$ cat src/rtl/core/pbd_pkg.sv
// pbd_pkg: shared types, constants and register indexes for the pulse beat detector
// no dependencies
package pbd_pkg;
   localparam int HISTORY_DEPTH_DEF = 10;
   localparam logic [15:0] BPM_NUMERATOR = 16'd60000;
   localparam logic [15:0] INTERVAL_RESET = 16'd600;

   localparam logic [2:0] REG_SAMPLE_STEP = 3'd0;
   localparam logic [2:0] REG_SEED_THRESHOLD = 3'd1;
   localparam logic [2:0] REG_SEED_LEVEL = 3'd2;
   localparam logic [2:0] REG_MIN_GAP = 3'd3;
   localparam logic [2:0] REG_LOST_TIMEOUT = 3'd4;

   // controller to datapath
   typedef struct packed {
      logic load;      // capture sample and run the beat step
      logic avg_start; // shift history and form the saturated sum
      logic div_start; // form the mean and start the rate divider
      logic div_step;  // one restoring division step
      logic finish;    // store rate, pulse end and timeout
   } cmd_type;

   // datapath to controller
   typedef struct packed {
      logic need_rate; // the beat needs a new rate
      logic mean_zero; // mean is zero, rate saturates
      logic div_last;  // last division step
   } status_type;
endpackage

$ cat src/rtl/core/pbd_datapath.sv
// pbd_datapath: beat detection state, history, and a restoring divider
// depends on pbd_pkg
module pbd_datapath import pbd_pkg::*; #(
   parameter int HISTORY_DEPTH = HISTORY_DEPTH_DEF
) (
   input  logic        clock,
   input  logic        reset,
   input  cmd_type     cmd,
   output status_type  status,
   input  logic [9:0]  sample,
   input  logic [7:0]  cfg_step,
   input  logic [9:0]  cfg_seed_threshold,
   input  logic [9:0]  cfg_seed_level,
   input  logic [15:0] cfg_min_gap,
   input  logic [15:0] cfg_lost_timeout,
   output logic        beat_found,
   output logic [15:0] beats_per_minute,
   output logic [15:0] interval_ms,
   output logic        pulse_active,
   output logic [9:0]  amplitude
);
   localparam int CNT_W = 4;
   // ceil(2^20 / depth): exact floor division for any 16-bit sum and depth from 2 up to 16
   localparam int RECIP = (2**20 + HISTORY_DEPTH - 1) / HISTORY_DEPTH;
   localparam logic [19:0] RECIP20 = 20'(RECIP);
   localparam logic [19:0] DEPTH20 = 20'(HISTORY_DEPTH);
   logic [15:0] elapsed_ff, peak_ff, trough_ff, thr_ff;
   logic [9:0]  amp_ff;
   logic [15:0] interval_ff, rate_ff, sum_ff, mean_ff;
   logic        in_pulse_ff, first_ff, second_ff;
   logic        found_ff, need_ff, timeout_ff, first_skip_ff;
   logic [9:0]  s_ff;
   logic [15:0] n_ff;
   logic [15:0] hist_ff [HISTORY_DEPTH];
   logic [19:0] hist_total_ff;
   logic [15:0] quot_ff, rem_ff;
   logic [CNT_W-1:0] dcnt_ff;

   // combinational beat step on sample input
   logic [16:0] n_sum;
   logic [15:0] n, refr;
   logic [31:0] div5_prod;
   logic beat;
   always_comb begin
      n_sum = {1'b0, elapsed_ff} + {9'd0, cfg_step};
      n = n_sum[16] ? 16'hFFFF : n_sum[15:0];
      // interval / 5 by reciprocal 52429 / 2^18, exact for 16-bit values
      div5_prod = {16'd0, interval_ff} * 32'd52429;
      refr = 16'({2'd0, div5_prod[31:18]} * 16'd3);
      beat = (n > cfg_min_gap) && ({6'd0, sample} > {6'd0, thr_ff[9:0]}) && !in_pulse_ff
             && (n > refr);
   end

   // sum of the shifted history from the running total, saturated
   logic [19:0] hsum;
   logic [15:0] hsum_sat;
   always_comb begin
      hsum = hist_total_ff - {4'd0, hist_ff[0]} + {4'd0, n_ff};
      hsum_sat = (hsum > 20'hFFFF) ? 16'hFFFF : hsum[15:0];
   end

   // mean by reciprocal multiplication
   logic [35:0] mean_prod;
   always_comb mean_prod = {20'd0, sum_ff} * {16'd0, RECIP20};

   // restoring divider step
   logic [16:0] trial;
   always_comb trial = {rem_ff, quot_ff[15]} - {1'b0, mean_ff};

   // pulse end and timeout, applied in finish
   logic [9:0] amp_c, thr_c;
   logic pulse_end;
   always_comb begin
      amp_c = (peak_ff[9:0] >= trough_ff[9:0]) ? peak_ff[9:0] - trough_ff[9:0] : 10'd0;
      thr_c = 10'((amp_c >> 1) + trough_ff[9:0]);
      pulse_end = ({6'd0, s_ff} < thr_ff) && in_pulse_ff;
   end

   always_ff @(posedge clock) begin
      if (reset) begin
         elapsed_ff <= 16'd0; peak_ff <= 16'd512; trough_ff <= 16'd512;
         thr_ff <= 16'd530; interval_ff <= INTERVAL_RESET; amp_ff <= 10'd0;
         in_pulse_ff <= 1'b0; first_ff <= 1'b1; second_ff <= 1'b0;
         rate_ff <= 16'd0; found_ff <= 1'b0; need_ff <= 1'b0;
         timeout_ff <= 1'b0; dcnt_ff <= '0; hist_total_ff <= 20'd0;
      end else begin
         if (cmd.load) begin
            s_ff <= sample;
            n_ff <= n;
            timeout_ff <= n > cfg_lost_timeout;
            elapsed_ff <= beat ? 16'd0 : n;
            found_ff <= 1'b0;
            need_ff <= beat && !first_ff;
            if ({6'd0, sample} < thr_ff && n > refr && {6'd0, sample} < trough_ff)
               trough_ff <= {6'd0, sample};
            if ({6'd0, sample} > thr_ff && {6'd0, sample} > peak_ff)
               peak_ff <= {6'd0, sample};
            if (beat) begin
               in_pulse_ff <= 1'b1;
               interval_ff <= n;
               if (second_ff) begin
                  second_ff <= 1'b0;
                  for (int i = 0; i < HISTORY_DEPTH; i++) hist_ff[i] <= n;
                  hist_total_ff <= {4'd0, n} * DEPTH20;
               end
               if (first_ff) begin
                  first_ff <= 1'b0; second_ff <= 1'b1;
               end
            end
         end
         if (cmd.avg_start) begin
            for (int i = 0; i < HISTORY_DEPTH - 1; i++) hist_ff[i] <= hist_ff[i+1];
            hist_ff[HISTORY_DEPTH-1] <= n_ff;
            hist_total_ff <= hsum;
            sum_ff <= hsum_sat;
         end
         if (cmd.div_start) begin
            mean_ff <= mean_prod[35:20];
            quot_ff <= BPM_NUMERATOR; rem_ff <= 16'd0; dcnt_ff <= '0;
         end
         if (cmd.div_step) begin
            dcnt_ff <= dcnt_ff + 1'b1;
            if (!trial[16]) begin
               rem_ff <= trial[15:0]; quot_ff <= {quot_ff[14:0], 1'b1};
            end else begin
               rem_ff <= {rem_ff[14:0], quot_ff[15]}; quot_ff <= {quot_ff[14:0], 1'b0};
            end
         end
         if (cmd.finish) begin
            if (need_ff) begin
               found_ff <= 1'b1;
               rate_ff <= (mean_ff == 16'd0) ? BPM_NUMERATOR : quot_ff;
            end
            // first beat exits early, skipping pulse end and timeout
            if (!first_skip_ff) begin
               if (pulse_end) begin
                  in_pulse_ff <= 1'b0;
                  amp_ff <= amp_c;
               end
               // timeout reseed wins over the pulse end threshold move
               if (timeout_ff) begin
                  thr_ff <= {6'd0, cfg_seed_threshold};
                  peak_ff <= {6'd0, cfg_seed_level}; trough_ff <= {6'd0, cfg_seed_level};
                  elapsed_ff <= 16'd0; first_ff <= 1'b1; second_ff <= 1'b0;
               end else if (pulse_end) begin
                  thr_ff <= {6'd0, thr_c}; peak_ff <= {6'd0, thr_c}; trough_ff <= {6'd0, thr_c};
               end
            end
         end
      end
   end

   // marks a first-beat sample at load time
   always_ff @(posedge clock) begin
      if (reset) first_skip_ff <= 1'b0;
      else if (cmd.load) first_skip_ff <= beat && first_ff;
   end

   assign status.need_rate = need_ff;
   assign status.mean_zero = (mean_ff == 16'd0);
   assign status.div_last = (dcnt_ff == CNT_W'(15));
   assign beat_found = found_ff;
   assign beats_per_minute = rate_ff;
   assign interval_ms = interval_ff;
   assign pulse_active = in_pulse_ff;
   assign amplitude = amp_ff;
endmodule

$ cat src/rtl/core/pbd_controller.sv
// pbd_controller: sequencer for load, averaging, division and result
// depends on pbd_pkg
module pbd_controller import pbd_pkg::*; (
   input  logic       clock,
   input  logic       reset,
   input  logic       req_tvalid,
   output logic       req_tready,
   output logic       rsp_tvalid,
   input  logic       rsp_tready,
   output cmd_type    cmd,
   input  status_type status
);
   localparam logic [2:0] ST_IDLE = 3'd0;
   localparam logic [2:0] ST_CHECK = 3'd1;
   localparam logic [2:0] ST_AVG = 3'd2;
   localparam logic [2:0] ST_DIV = 3'd3;
   localparam logic [2:0] ST_FIN = 3'd4;
   localparam logic [2:0] ST_OUT = 3'd5;
   localparam logic [2:0] ST_MEAN = 3'd6;
   logic [2:0] state_ff, state_in;

   assign req_tready = (state_ff == ST_IDLE);
   assign rsp_tvalid = (state_ff == ST_OUT);

   // next state and commands
   always_comb begin
      state_in = state_ff;
      cmd = '0;
      unique case (state_ff)
         ST_IDLE: if (req_tvalid) begin cmd.load = 1'b1; state_in = ST_CHECK; end
         ST_CHECK: state_in = status.need_rate ? ST_AVG : ST_FIN;
         ST_AVG: begin cmd.avg_start = 1'b1; state_in = ST_MEAN; end
         ST_MEAN: begin cmd.div_start = 1'b1; state_in = ST_DIV; end
         ST_DIV: begin
            cmd.div_step = 1'b1;
            if (status.div_last) state_in = ST_FIN;
         end
         ST_FIN: begin cmd.finish = 1'b1; state_in = ST_OUT; end
         ST_OUT: if (rsp_tready) state_in = ST_IDLE;
         default: state_in = ST_IDLE;
      endcase
   end

   always_ff @(posedge clock) begin
      if (reset) state_ff <= ST_IDLE;
      else state_ff <= state_in;
   end

   logic unused;
   assign unused = status.mean_zero;

   a_out_after_fin: assert property (@(posedge clock) disable iff (reset)
      state_ff == ST_FIN |=> rsp_tvalid) else $error("no result after finish");
   a_hold: assert property (@(posedge clock) disable iff (reset)
      rsp_tvalid && !rsp_tready |=> rsp_tvalid) else $error("result dropped");
   a_excl: assert property (@(posedge clock) disable iff (reset)
      !(req_tready && rsp_tvalid)) else $error("accept while result pending");
endmodule

$ cat src/rtl/core/pulse_beat_detector_unit.sv
// pulse_beat_detector_unit: top level of the pulse beat detector
// depends on pbd_pkg, pbd_controller, pbd_datapath
//
// channel | direction | contents
// req     | in        | tdata[9:0] sample
// rsp     | out       | tdata: beat_found, beats_per_minute, interval_ms, pulse_active, amplitude
// csr     | in        | index, data
//
// a sample without a new rate (including a first beat) passes through check and finish to the
// result; a beat with a new rate also passes through sum, mean and the 16-step restoring
// divider for 60000 / mean before finish
// one sample in flight; the next is accepted the cycle after the result is taken
// reset is synchronous, active high, and restores all but sample, history and divider registers
module pulse_beat_detector_unit import pbd_pkg::*; #(
   parameter int HISTORY_DEPTH = HISTORY_DEPTH_DEF
) (
   input  logic        clock,
   input  logic        reset,
   input  logic        req_tvalid,
   output logic        req_tready,
   input  logic [15:0] req_tdata,  // sample[9:0], zeros
   output logic        rsp_tvalid,
   input  logic        rsp_tready,
   output logic [47:0] rsp_tdata,  // beat_found, beats_per_minute, interval_ms, pulse_active,
                                   // amplitude, zeros
   input  logic        csr_valid,
   output logic        csr_ready,
   input  logic [2:0]  csr_index,
   input  logic [15:0] csr_data
);
   logic [7:0] step_ff;
   logic [9:0] seed_thr_ff, seed_lvl_ff;
   logic [15:0] gap_ff, lost_ff;
   cmd_type cmd;
   status_type status;
   logic bf, pa;
   logic [15:0] bpm, ivl;
   logic [9:0] amp;

   assign csr_ready = 1'b1;
   // register writes
   always_ff @(posedge clock) begin
      if (reset) begin
         step_ff <= 8'd2; seed_thr_ff <= 10'd530; seed_lvl_ff <= 10'd512;
         gap_ff <= 16'd250; lost_ff <= 16'd2500;
      end else if (csr_valid) begin
         unique case (csr_index)
            REG_SAMPLE_STEP: step_ff <= csr_data[7:0];
            REG_SEED_THRESHOLD: seed_thr_ff <= csr_data[9:0];
            REG_SEED_LEVEL: seed_lvl_ff <= csr_data[9:0];
            REG_MIN_GAP: gap_ff <= csr_data;
            REG_LOST_TIMEOUT: lost_ff <= csr_data;
            default: ;
         endcase
      end
   end

   pbd_controller u_ctrl (.clock, .reset, .req_tvalid, .req_tready, .rsp_tvalid,
      .rsp_tready, .cmd, .status);

   pbd_datapath #(.HISTORY_DEPTH(HISTORY_DEPTH)) u_dp (.clock, .reset, .cmd, .status,
      .sample(req_tdata[9:0]), .cfg_step(step_ff), .cfg_seed_threshold(seed_thr_ff),
      .cfg_seed_level(seed_lvl_ff), .cfg_min_gap(gap_ff), .cfg_lost_timeout(lost_ff),
      .beat_found(bf), .beats_per_minute(bpm), .interval_ms(ivl), .pulse_active(pa),
      .amplitude(amp));

   assign rsp_tdata = {4'd0, amp, pa, ivl, bpm, bf};
endmodule
$ cat config.mk
export PLATFORM = sky130hd
export DESIGN_NAME = pulse_beat_detector_unit
export DESIGN_NICKNAME = d
export VERILOG_FILES = /design/src/rtl/core/pbd_pkg.sv /design/src/rtl/core/pbd_datapath.sv /design/src/rtl/core/pbd_controller.sv /design/src/rtl/core/pulse_beat_detector_unit.sv
export SDC_FILE = /design/constraint.sdc
export NUM_CORES = 2
export LEC_CHECK = 0
export BUFFER_PORTS_ARGS = -buffer_cell sky130_fd_sc_hd__buf_4
export CAP_MARGIN = 40
export CORE_MARGIN = 2
export CORE_UTILIZATION = 43
export CTS_CLUSTER_SIZE = 16
export DETAILED_ROUTE_END_ITERATION = 7
export SLEW_MARGIN = 40
export SYNTH_ARGS = -nofsm -noshare
export SYNTH_HDL_FRONTEND = slang
export SYNTH_SLANG_ARGS = --single-unit
$ cat constraint.sdc
create_clock -name clock -period 27.1 [get_ports clock]
set_input_delay 1.355 -clock clock [delete_from_list [all_inputs] [get_ports clock]]
set_output_delay 1.355 -clock clock [all_outputs]
set_load 0.03 [all_outputs]
==> out/qor.yml <==
status: "completed"
post_synth_instance_area_sq_um: 32200
setup_viol: 0
p_switching_uw: 358
final.setup.worst_slack_ns: 16.35
ys_warn_count: 0
coreArea_sq_um: 74200
cts-buffers-inserted: 49
track_usage_pct: 19.3
clockBufferDepth: 3
drt-initial-drc-count: 1382
reg2regPathDepth: 42
areaGrowthSynthToFinish_pct: 10.7
min_period_ns: 10.75
clock_skew_ns: 0.0388
drt-pass1-iter-count: 5
die_w_microns: 277
clk_latency_ns: 0.60
die_area_sq_um: 77000
worstHoldPathCells: 1
rrSetupSlack_ns: 16.35
grt_max_degree: 88
power_density_nw_per_um2: 42.2
register_area_sq_um: 11300
synth_seq_cells: 441
synth-async-reset-ratio_pct: 0
r2r-start: "u_dp.interval_ms[7]"
worstPathArrival_ns: 10.97
utilization_pct: 48.0
numPortBuffers: 79
multiInputGateArea_sq_um: 18700
fin_crit_sh_pct: 39.7
instances_no_fill: 4392
pre_cts_ws_ns: 16.35
hold_class: "flop to flop"
critPathCaptureType: "flop"
cts_tree: "yes"
finalHoldViolations: 0
relSlewSlack_pct: 44.1
crit_family: "adder cells"
seq_area_frac_synth_pct: 35.1
finalSetupTns_ns: 0
drv_cap: 0
fin_nets: 4054
first_global_vias: 22200
synth_flop_cell: "edfxtp_1"
place_area_sq_um: 33900
num_vias: 22700
grt_pass1_wl_microns: 120000
clock-root-buffer: "clkbuf_16"
initial_core_util_pct: 43.3
slowest_stage: "buf_6"
slowest_delay_ns: 0.61
stdcell_area_sq_um: 35600
total_power_mw: 1.50
switching_share_pct: 23.8
rsz0062_at_grt: "false"
cts_hold_buffers: 0
synth_cell_types: 82
drive_gt1_share_pct: 6.73
post_cts_buffers: 0
ant_nets: 0
placementRows: 100
htreeDepth: 2
power_frac_seq_pct: 47.6
grt_antenna_before_repair: 2
clkPwrFrac_pct: 44.9
pwr-share-comb_pct: 7.5
drc: 0
clk_pin_slew_worst_paths_ns: 0.06
crit_path_max_fanout: 87
path_buf_inv: 10
synth-edff-count: 247
final_common_cell: "inv_1"
netlist_instances: 3306
slew_violations: 0
worstSetupPathType: "flop to flop"
post-dp-hpwl_microns: 56000
p_int_mw: 1.14
fmax_ghz: 0.0930
hold_slack_ns: 0.447
cp-start-kind: "flop"
io_pins: 91
holdPathEnd: "u_dp.peak_ff[11]"
worst_slew_pin_slew_ns: 0.838
clkSinkCount: 441
cts_resized: 0
post_drt_wl_per_cell_microns: 16.8
layout_common_cells: "inv_1 (509), ha_1 (450), nand2_1 (317), nor2_1 (295), edfxtp_1 (247)"
grt.overflow.total: 0
routed_via_density: 5.16
die_h_microns: 277
fill_cells: 6987
cp.required_ns: 27.31
power.leakage_nw: 16.3
placed_cells: 4299
gp_congestion: 0.869
vdd_ir_drop_max_v: 0.0000418
routed_wirelength_microns: 73700
avgSynthCellArea_sq_um: 9.73
r2r_end: "u_dp.hist_ff[0][0]"
min_from: "u_dp.peak_ff[11]"
[synthesized netlist by cell type, types with 5 or more instances]
library cell	instances	area, sq um
a311oi_1	5	43.8
buf_4	7	52.6
o22ai_1	5	31.3
o21ai_0	92	460
ha_1	450	5630
nor3_1	47	235
nand3_1	31	155
a31oi_1	13	81.3
buf_1	8	30.0
xor2_1	38	333
inv_1	510	1910
nor2_1	298	1120
a221oi_1	6	52.6
and3_1	13	81.3
a221o_1	5	50.1
a211o_1	7	61.3
nand2_1	317	1190
a211oi_1	42	315
nand2b_1	33	206
a22oi_1	18	135
or3_1	11	68.8
clkbuf_1	70	263
nor4_1	5	31.3
mux2i_1	38	380
nand3b_1	16	120
mux2_2	5	56.3
o21bai_1	18	135
o211ai_1	8	60.1
fa_1	183	3660
a21o_1	60	450
a21boi_0	12	90.1
dfxtp_1	194	3880
o31ai_1	6	45.0
edfxtp_1	247	7420
nor2b_1	31	194
nand4_1	20	125
a21oi_1	176	881
xnor2_1	67	587
o31a_1	6	52.6
and2_1	25	156
o21a_1	83	623
and2_2	6	45.0
[flip-flops by register name, indices dropped and copies added (netlist names), 13 cells and up]
register and count:
u_dp.mean_ff 13, u_dp.quot_ff 16, u_dp.hist_ff 160, lost_ff 16
u_dp.interval_ms 16, gap_ff 16, u_dp.n_ff 16, u_dp.peak_ff 16
u_dp.trough_ff 16, u_dp.sum_ff 16, u_dp.rem_ff 16, u_dp.beats_per_minute 16
u_dp.elapsed_ff 16, u_dp.hist_total_ff 20
[power by group through the flow]
stage          logic [mW]  clock network, mW  registers, mW
2_1_floorplan      0.0753                  0          0.726
6_report            0.113              0.674          0.715
3_5_place_dp        0.112                  0          0.729
3_3_place_gp        0.110                  0          0.729
5_1_grt             0.126              0.719          0.715
4_1_cts             0.113              0.693          0.714
[kinds of logic after synthesis]
logic type,Yosys count,share of synthesized area [%]
xor gates and xnor gates,105,2.86
and+or+nand+nor,880,12.3
buffers and inverters,600,7.10
DFF,441,35.1
AOI/OAI and AO/OA,602,12.3
other,2,0.0234
muxes,43,1.36
adders and majority gates,633,28.9
[worst max path at each step]
| stage | from | to | slack, ns | depth (start not counted) |
|---|---|---|---|---|
| final | u_dp.interval_ms[7] | u_dp.hist_ff[0][0] | 16.35 | 42 |
| after global routing | u_dp.interval_ms[7] | u_dp.hist_ff[0][36] | 15.56 | 39 |
| after CTS | u_dp.interval_ms[7] | u_dp.hist_ff[0][103] | 16.31 | 42 |
| after detailed placement | u_dp.interval_ms[7] | u_dp.hist_ff[0][16] | 16.35 | 42 |
| after global placement | u_dp.interval_ms[7] | u_dp.hist_ff[0][32] | 16.13 | 39 |
| after floorplan | u_dp.interval_ms[5] | u_dp.hist_ff[0][0] | 11.28 | 35 |
[metal layers]
layer / wire, microns / share of wire (%) / vias up / global-route usage, %
met3: 2960 / 4.0 / 99 / 2.27
li1: - / - / 11400 / -
met2: 33500 / 46 / 369 / 30.9
met4: 1710 / 2.3 / 0 / 5.30
met5: 0 / 0 / - / 0
met1: 35500 / 48 / 10900 / 27.5
[final cells by class]
type,instances,area share (%)
clock buffer,62,3.90
inverter,511,5.39
clock inverter,28,0.668
multi-input combinational,2268,52.5
timing repair buffer,110,2.40
tap,969,3.41
antenna,3,0.0211
sequential,441,31.8
No activity file was read; power rests on OpenSTA's default activity.
